==> config.mk <==
export PLATFORM = sky130hd
export DESIGN_NAME = sph_vote_lane
export DESIGN_NICKNAME = d
export VERILOG_FILES = /design/src/rtl/core/sph_pkg.sv /design/src/rtl/core/sph_vote_lane.sv
export SDC_FILE = /design/constraint.sdc
export NUM_CORES = 1
export LEC_CHECK = 0
export BUFFER_PORTS_ARGS = -buffer_cell sky130_fd_sc_hd__buf_4
export CORE_UTILIZATION = 29
export DETAILED_ROUTE_END_ITERATION = 10
export PLACE_DENSITY = 0.5
export SLEW_MARGIN = 20
export SYNTH_ARGS = -nofsm -noshare
export SYNTH_HDL_FRONTEND = slang
export SYNTH_SLANG_ARGS = --single-unit
export TNS_END_PERCENT = 50
==> constraint.sdc <==
create_clock -name clock -period 6.85 [get_ports clock]
set_clock_uncertainty 0.2 [all_clocks]
set_input_delay 1.37 -clock clock [delete_from_list [all_inputs] [get_ports clock]]
set_output_delay 1.37 -clock clock [all_outputs]
set_load 0.01 [all_outputs]
==> src/rtl/core/sph_pkg.sv <==
// Shared types and constants for the symmetric pair image hash.
package sph_pkg;
   localparam int PIXEL_BITS  = 8;
   localparam int SIZE_BITS   = 9;
   localparam int VOTE_BITS   = 17;
   localparam int WORD_BITS   = 32;
   localparam int INDEX_BITS  = 2;
   localparam int CSR_ADDR_BITS = 1;
   localparam logic [CSR_ADDR_BITS-1:0] CSR_FRAME_WIDTH  = 1'b0;
   localparam logic [CSR_ADDR_BITS-1:0] CSR_FRAME_HEIGHT = 1'b1;
   localparam logic [SIZE_BITS-1:0] RESET_SIZE = 9'd201;
   localparam logic signed [VOTE_BITS-1:0] VOTE_MAX = 17'sd65535;

   typedef logic [PIXEL_BITS-1:0] pixel_type;

   typedef struct packed {
      logic [WORD_BITS-1:0]  hash_word;
      logic [INDEX_BITS-1:0] word_index;
      logic                  last_word;
   } result_type;
endpackage

==> src/rtl/core/sph_vote_lane.sv <==
// One pair vote counter: a saturating signed register cleared at the end of each frame.
module sph_vote_lane
   (input  logic clock,
    input  logic reset,
    input  logic step,
    input  logic clear,
    input  logic do_vote,
    input  logic [7:0] p,
    input  logic [7:0] q,
    output logic positive);
   import sph_pkg::*;
   logic signed [VOTE_BITS-1:0] vote_ff;
   logic signed [VOTE_BITS-1:0] vote_in;
   logic signed [VOTE_BITS-1:0] voted;
   always_comb begin
      voted = vote_ff;
      if (do_vote) begin
         if (p > q && vote_ff < VOTE_MAX) voted = vote_ff + 17'sd1;
         else if (p < q && vote_ff > -VOTE_MAX) voted = vote_ff - 17'sd1;
      end
      vote_in = clear ? '0 : voted;
   end
   always_ff @(posedge clock) begin
      if (reset) begin
         vote_ff <= '0;
      end else if (step) begin
         vote_ff <= vote_in;
      end
   end
   // The sign includes the vote of the pixel in hand, so the last window of a frame counts.
   assign positive = (voted > 17'sd0);
endmodule

# --- Word-level counts from Yosys, hierarchy flattened ---
# Cells that the tools add are included.
totals:
  reg_bits: 17
  in_bits: 21
  out_inout_bits: 1
  wordCells: 14
classes:
  add_sub_neg: 2
  order_cmp: 5
  mux: 4
  reduce_logical: 2
op_table:
  columns: ["operator", "count"]
  rows:
  - ["2-to-1 mux 17 bit", 4]
  - ["adder 17 x 2 -> 17 bit, second input constant", 1]
  - ["> comparator 17 x 1 -> 1 bit, second input constant", 1]
  - ["> comparator 17 bit, second input constant", 1]
  - ["less-than comparator 17 bit, second input constant", 1]
  - ["subtractor 17 x 2 -> 17 bit, second input constant", 1]
  - ["> comparator 8 bit", 1]
  - ["less-than comparator 8 bit", 1]
  - ["logical AND 1 bit", 2]

# --- Depth between registers and ports, before layout ---
# Gate-level depths: netlist of the first run.
logic_depth:
  ltp_word: 6
  ltp_mapped: 12
  mapped_depth_nobuf: 11

# --- Worst setup path after synthesis of the first run ---
# OpenSTA, ideal clock, no wires.
synth_timing:
  path_kind: "input port to output port"
  from: "input q[5]"
  to: "output positive"
  arrival_ns: 3.755
  required_time_ns: 5.280
  path_slack_ns: 1.525
  cell_stages: 11
  path_buffers: 0
  cell_sequence: "inv_1 ha_1 a211o_1 o211ai_1 nand3_1 and2_1 or4_1 a211oi_2 xor2_1 nand4b_1 o41a_1"
synth_via:
  elab_chain_cells: 6
  elab_cells_between_ends: 8
  cone_classes: "order compare: 3; mux: 3; reduce/logical: 2"
synth_rtl:
  columns: ["item", "line_no", "rtl"]
  rows:
  - ["start: declaration", "sph_vote_lane.sv:9", "input logic [7:0] q,"]
  - ["less-than comparator 8 bit", "sph_vote_lane.sv:19", "else if (p < q && vote_ff > -VOTE_MAX) voted = vote_ff - 17'sd1;"]
  - ["logical AND 1 bit", "sph_vote_lane.sv:19", null]
  - ["2-to-1 mux 17 bit", "sph_vote_lane.sv:19", null]
  - ["2-to-1 mux 17 bit (*)", "sph_vote_lane.sv:18", "if (p > q && vote_ff < VOTE_MAX) voted = vote_ff + 17'sd1;"]
  - ["2-to-1 mux 17 bit (*)", "sph_vote_lane.sv:17", "if (do_vote) begin"]
  - ["> comparator 17 x 1 -> 1 bit (*)", "sph_vote_lane.sv:31", "assign positive = (voted > 17'sd0);"]
  - ["end: declaration", "sph_vote_lane.sv:10", "output logic positive);"]
# Every way passes the cells marked *; elsewhere a longest branch is shown, timed or not.

# --- Final worst setup path of the first run ---
layout_timing:
  from: "input p[7]"
  to: "output positive"
layout_via:
  elab_chain_cells: 6
  elab_cells_between_ends: 8
  cone_classes: "order compare: 3; mux: 3; reduce/logical: 2"
layout_rtl:
  columns: ["item", "line_no", "rtl"]
  rows:
  - ["start: declaration", "sph_vote_lane.sv:8", "input logic [7:0] p,"]
  - ["less-than comparator 8 bit", "sph_vote_lane.sv:19", null]
  - ["logical AND 1 bit", "sph_vote_lane.sv:19", null]
  - ["2-to-1 mux 17 bit", "sph_vote_lane.sv:19", null]
  - ["2-to-1 mux 17 bit (*)", "sph_vote_lane.sv:18", null]
  - ["2-to-1 mux 17 bit (*)", "sph_vote_lane.sv:17", null]
  - ["> comparator 17 x 1 -> 1 bit (*)", "sph_vote_lane.sv:31", null]
# Marks and branches as above.

==> results of run 1 <==
-- logic make-up after synthesis --
family / synth area share (%)
DFF: 19.2
and+or+nand+nor: 33.3
xor gates and xnor gates: 5.44
AOI/OAI and AO/OA: 25.3
adders and majority gates: 7.77
buffers and inverters: 7.77
muxes: 1.20
-- worst max-delay path by stage --
stage                to  depth (start not counted)  slack [ps]
3_3_place_gp   positive                         12         740
2_1_floorplan  positive                         11        1520
3_5_place_dp   positive                         12         700
4_1_cts        positive                         12         700
5_1_grt        positive                         12         370
6_report       positive                         12         690
-- area by class of cell --
class                      count  area, um2
timing repair buffer          21        158
clock buffer                   4       45.0
multi-input combinational    199       1290
fill                         646       3940
sequential                    17        340
inverter                      13       48.8
tap                           75       93.8
-- worst max-delay path, delay by kind of cell --
| family | cells | cell delay [ps] |
|---|---|---|
| compound gates | 3 | 690 |
| fa+ha+maj | 1 | 290 |
| simple gates | 5 | 1880 |
| xor+xnor | 1 | 110 |
| buf+inv | 2 | 260 |
-- synthesized netlist by cell type (all sizes together) (2+ instances only) --
library cell  count
and4              5
nand4             6
nand3b            2
or2               2
and3              3
and2              3
nand2            18
a31oi             3
xor2              6
clkbuf            7
nand4b            3
xnor2             5
a22oi            12
a211o             2
o22ai             2
nor2b             2
nor3              6
nand2b            2
buf              11
nor4             10
dfxtp            17
a41oi             3
inv              12
ha               11
a21oi            15
nor2             36
or3               6
o2111ai           2
o21ai            14
nand3             4
-- placed cells by master (no fill, tap or decap), drive strengths merged, types with 3 or more instances in the layout --
master	n
nor4	10
a31oi	3
inv	12
or3	6
and3	3
xnor2	5
nor3	6
a41oi	3
xor2	6
nand2	18
nand4	6
dfxtp	17
nand3	4
a22oi	12
ha	11
a21oi	15
buf	21
and4	5
nor2	36
nand4b	3
o21ai	14
clkbuf	4
and2	3
-- layer usage --
metal | up-vias | GRT usage (%)
met3 | 6 | 1.59
li1 | 929 | -
met5 | - | 0
met1 | 861 | 22.8
met4 | 0 | 6.79
met2 | 58 | 25.9
-- stage by stage --
stage	total power, mW	util [%]	setup WS (ps)
3_3_place_gp	0.241	32.7	739
2_1_floorplan	0.205	-	1520
3_5_place_dp	0.238	32.7	697
4_1_cts	0.316	33.4	701
6_report	0.316	33.4	687
5_1_grt	0.340	33.4	367
-- power by group through the flow --
stage	clock, mW	combinational (mW)	sequential, mW
6_report	0.0776	0.125	0.113
2_1_floorplan	0	0.0976	0.108
3_5_place_dp	0	0.123	0.115
3_3_place_gp	0	0.126	0.115
4_1_cts	0.0793	0.124	0.113
5_1_grt	0.0841	0.141	0.114
==> flow_metrics.env, run 1 <==
export IMPL_hp_start="vote_ff[15]$_SDFFE_PP0P_"
export IMPL_yosysUniqueCellTypes=56
export IMPL_worst_r2r_setup_slack_ps=3750
export IMPL_ys_seq_area_share_pct=19.2
export IMPL_die_area_um2=6430
export IMPL_p_per_area_nw_per_um2=159
export IMPL_relSlewSlack_pct=60.5
export IMPL_cts_root_buf="clkbuf_8"
export IMPL_grtUsageTotal_pct=16.5
export IMPL_synth_area_leaders="dfxtp_1 (19%), ha_1 (7.8%), nor2_1 (7.6%)"
export IMPL_synth_edf_count=0
export IMPL_first_global_vias=1688
export IMPL_cp_startpoint="p[7]"
export IMPL_setup_viol=0
export IMPL_crit_slowest_cell="or4_1"
export IMPL_grt_pass1_wl_um=8290
export IMPL_cts_sinks=17
export IMPL_cts_tree="built"
export IMPL_pwr_share_clk_pct=24.6
export IMPL_dr_pass1_iters=4
export IMPL_startpoint_type="input port"
export IMPL_cts_resized=0
export IMPL_min_path_type="flop to flop"
export IMPL_max_freq_mhz=162
export IMPL_overflow=0
export IMPL_holdPathStages=2
export IMPL_syn_area_per_cell_um2=7.17
export IMPL_cts_htree_levels=1
export IMPL_critical_path_class="input port to output pin"
export IMPL_crit_fanout=19
export IMPL_drc=0
export IMPL_crit_top_cell="buf_4"
export IMPL_critical_path_cell_chain="buf_4, ha_1, and4_1, o2111ai_1, nand3_1, and2_1, or4_1, a211oi_2, xor2_1, nand4b_1, o41a_1, buf_4"
export IMPL_vdd_drop_max_mv=0.0879
export IMPL_cts_buffers=3
export IMPL_timing_rr_start="vote_ff[0]$_SDFFE_PP0P_"
export IMPL_synth_area_um2=1770
export IMPL_dp_cells=325
export IMPL_clock_latency_ps=260
export IMPL_sw_frac_of_total_pct=37.2
export IMPL_wl_um=4850
export IMPL_hold_viol_final=0
export IMPL_gp_congestion=0.871
export IMPL_routed_top_layer="met4"
export IMPL_rows=28
export IMPL_drive_gt1_share_pct=12.2
export IMPL_synth_flop_cell="dfxtp_1"
export IMPL_die_y_um=80.2
export IMPL_fin_area_um2=1980
export IMPL_yosys_area_top_type="dfxtp_1"
export IMPL_die_x_um=80.2
export IMPL_end_kind="output pin"
export IMPL_synth_top_area_share_pct=19.2
export IMPL_top_register="vote_ff"
export IMPL_maxCapViolations=0
export IMPL_ys_seq_elements=17
export IMPL_p_sw_uw=117
export IMPL_start_util_pct=29.9
export IMPL_grt_start_max_net_pins=20
export IMPL_cts_setup_buffers=0
export IMPL_p_int_uw=198
export IMPL_period_needed_ps=6160
export IMPL_stdcell_count=329
export IMPL_reg_top3="vote_ff (17)"
export IMPL_syn_nets=279
export IMPL_dp_hpwl_um=3810
export IMPL_seqPwrFrac_pct=35.8
export IMPL_clkTransAtPathRegs_ps=70
export IMPL_holdWs_ps=344
export IMPL_outcome="finished clean"
export IMPL_synthCells=247
export IMPL_dr_wl_met3_um=238
export IMPL_antenna_left=0
export IMPL_tightestPinTransition_ps=590
export IMPL_largest_register_ffs=17
export IMPL_crit_arrival_ps=4590
export IMPL_cpPeakStageDelay_ps=540
export IMPL_ctsHoldBuffers=0
export IMPL_nets=287
export IMPL_tns_ps=0
export IMPL_post_drt_wl_per_cell_um=14.7
export IMPL_route_met2_wl_um=2170
export IMPL_power_leakage_nw=0.806
export IMPL_synthArstFlopShare_pct=0
export IMPL_comb_power_share_pct=39.6
export IMPL_first_iter_violations=158
export IMPL_antenna_found_initial=0
export IMPL_vias=1854
export IMPL_required_ps=5280
export IMPL_rr_worst_depth=9
export IMPL_clk_path_buf_depth=2
export IMPL_grt_setup_unrepaired="no"
export IMPL_hold_path_endpoint="vote_ff[15]$_SDFFE_PP0P_"
export IMPL_period_share_pct=90.0
export IMPL_slew_violations=0
export IMPL_ys_warn_count=0
export IMPL_area_growth_pct=11.7
export IMPL_reg2reg_to="vote_ff[14]$_SDFFE_PP0P_"
export IMPL_io_pin_count=22
export IMPL_postPlaceCellArea_um2=1930
export IMPL_core_area_um2=5920
export IMPL_n_antenna_cell=0
export IMPL_drt_vias_per_instance=5.64
export IMPL_met1_length_um=2360
export IMPL_port_buffers=21
Note: power is estimated with default switching activity, not from simulation.
==> run 2, diff against run 1 <==
Settings changed: CELL_PAD_IN_SITES_DETAIL_PLACEMENT set to 0, CELL_PAD_IN_SITES_GLOBAL_PLACEMENT set to 1, PLACE_DENSITY 0.5 to 0.63.
==> run 2 against run 1 <==
  * First-iteration DRC count increased by 30%
  * Sequential share of layout area decreased by 0.076 points
  * Global-route usage increased by 0.67 points
  * Count of clock-buffer cells in the layout decreased by 1
  * Setup slack improved by 110 ps
  * Final cell count increased by 0.30%
  * Maximum frequency increased by 1.8%
  * Wire length increased by 3.4%
  * Critical path type unchanged
==> flow_metrics.env, run 2 (synthesis results as in run 1) <==
export IMPL_overflow=0
export IMPL_layout_common_cells="nor2_1 (36), buf_4 (22), nand2_1 (18), dfxtp_1 (17)"
export IMPL_holdWs_ps=343
export IMPL_pre_cts_ws_ps=810
export IMPL_io_pin_count=22
export IMPL_worst_r2r_setup_slack_ps=3670
export IMPL_drive_gt1_share_pct=12.9
export IMPL_top_register="vote_ff"
export IMPL_nets=288
export IMPL_grt_setup_unrepaired="no"
export IMPL_cts_root_buf="clkbuf_8"
export IMPL_min_path_type="flop to flop"
export IMPL_core_area_um2=5920
export IMPL_post_drt_wl_per_cell_um=15.2
export IMPL_period_share_pct=88.3
export IMPL_n_antenna_cell=0
export IMPL_power_leakage_nw=0.814
export IMPL_hold_viol_final=0
export IMPL_drc=0
export IMPL_dr_pass1_iters=4
export IMPL_first_global_vias=1741
export IMPL_port_buffers=21
export IMPL_sw_frac_of_total_pct=37.9
export IMPL_first_iter_violations=205
export IMPL_tns_ps=0
export IMPL_seqPwrFrac_pct=35.3
export IMPL_pwr_share_clk_pct=25.0
export IMPL_p_total_uw=319
export IMPL_p_int_uw=198
export IMPL_postPlaceCellArea_um2=1940
export IMPL_antenna_found_initial=0
export IMPL_max_freq_mhz=165
export IMPL_slew_violations=0
export IMPL_nFillCells=616
export IMPL_clk_path_buf_depth=2
export IMPL_outcome="finished clean"
export IMPL_end_kind="output pin"
export IMPL_cts_resized=0
export IMPL_relSlewSlack_pct=56.5
export IMPL_gp_congestion=0.895
export IMPL_ctsHoldBuffers=0
export IMPL_p_sw_uw=121
export IMPL_critical_path_class="input port to output pin"
export IMPL_grt_start_max_net_pins=18
export IMPL_largest_register_ffs=17
export IMPL_setup_viol=0
export IMPL_cts_tree="built"
export IMPL_cts_setup_buffers=0
export IMPL_crit_fanout=14
export IMPL_fin_area_um2=1990
export IMPL_dp_cells=326
export IMPL_crit_arrival_ps=4480
export IMPL_p_per_area_nw_per_um2=160
export IMPL_cts_buffers=3
export IMPL_clkTransAtPathRegs_ps=80
export IMPL_die_y_um=80.2
export IMPL_wl_um=5010
export IMPL_die_area_um2=6430
export IMPL_comb_power_share_pct=39.7
export IMPL_rows=28
export IMPL_vdd_drop_max_mv=0.0667
export IMPL_reg_top3="vote_ff (17)"
export IMPL_required_ps=5280
export IMPL_hold_path_endpoint="vote_ff[15]$_SDFFE_PP0P_"
export IMPL_hp_start="vote_ff[15]$_SDFFE_PP0P_"
export IMPL_grt_pass1_wl_um=8630
export IMPL_tightestPinTransition_ps=651
export IMPL_clock_latency_ps=260
export IMPL_final_common_cell="nor2_1"
export IMPL_antenna_left=0
export IMPL_holdPathStages=2
export IMPL_grtUsageTotal_pct=17.1
export IMPL_vias=1857
export IMPL_cts_htree_levels=1
export IMPL_start_util_pct=29.9
export IMPL_cts_sinks=17
export IMPL_setup_ws_ps=798
export IMPL_rr_worst_depth=9
export IMPL_reg2reg_to="vote_ff[14]$_SDFFE_PP0P_"
export IMPL_final_util_pct=33.6
export IMPL_period_needed_ps=6050
export IMPL_die_x_um=80.2
export IMPL_timing_rr_start="vote_ff[2]$_SDFFE_PP0P_"
export IMPL_maxCapViolations=0
export IMPL_drt_vias_per_instance=5.63
export IMPL_stdcell_count=330
export IMPL_area_growth_pct=12.2
export IMPL_dp_hpwl_um=3810
export IMPL_startpoint_type="input port"
run 2: cell count changes in the layout (fill, tap and decap cells not counted):
| cell | previous run | this run |
|---|---|---|
| buf_4 | 21 | 22 |
| clkbuf_1 | 1 | 0 |
| clkinv_2 | 0 | 1 |
run 2: worst max-delay path, cell delays in order:
cell and delay [ps]:
buf_4 110, ha_1 300, and4_1 230, o2111ai_1 110, nand3_1 340, and2_1 430, or4_1 550, a211oi_2 260
xor2_1 120, nand4b_1 190, o41a_1 330, buf_4 150
run 2: cell type report:
| cell class | count | area, um2 | share of cell area, % |
|---|---|---|---|
| flip-flops and latches | 17 | 340 | 17.1 |
| inverters | 13 | 48.8 | 2.45 |
| multi-input cells | 199 | 1290 | 65.1 |
| clock inverters | 1 | 5.00 | 0.252 |
| repair buffers | 22 | 165 | 8.31 |
| clock buffers | 3 | 41.3 | 2.08 |
| well taps | 75 | 93.8 | 4.72 |
run 2: metal layers:
metal / GRT usage [%] / vias to the layer above / wire length (um)
met2: 27.4 / 69 / 2290
met5: 0 / - / 0
met3: 1.82 / 12 / 259
met4: 6.43 / 0 / 126
li1: - / 928 / -
met1: 23.4 / 848 / 2340
run 2: power by group through the flow:
stage | clock (mW) | sequential, mW | combinational, mW
3_5_place_dp | 0 | 0.115 | 0.125
6_report | 0.0798 | 0.113 | 0.127
5_1_grt | 0.0855 | 0.114 | 0.144
3_3_place_gp | 0 | 0.115 | 0.128
2_1_floorplan | 0 | 0.108 | 0.0976
4_1_cts | 0.0819 | 0.112 | 0.126
run 2: how the worst max path moves through the flow:
stage,startpoint,to,depth (start not counted)
after detailed placement,p[7],positive,12
after CTS,p[5],positive,12
after global placement,p[5],positive,12
final,p[7],positive,12
after floorplan,q[5],positive,11
after global routing,p[5],positive,12
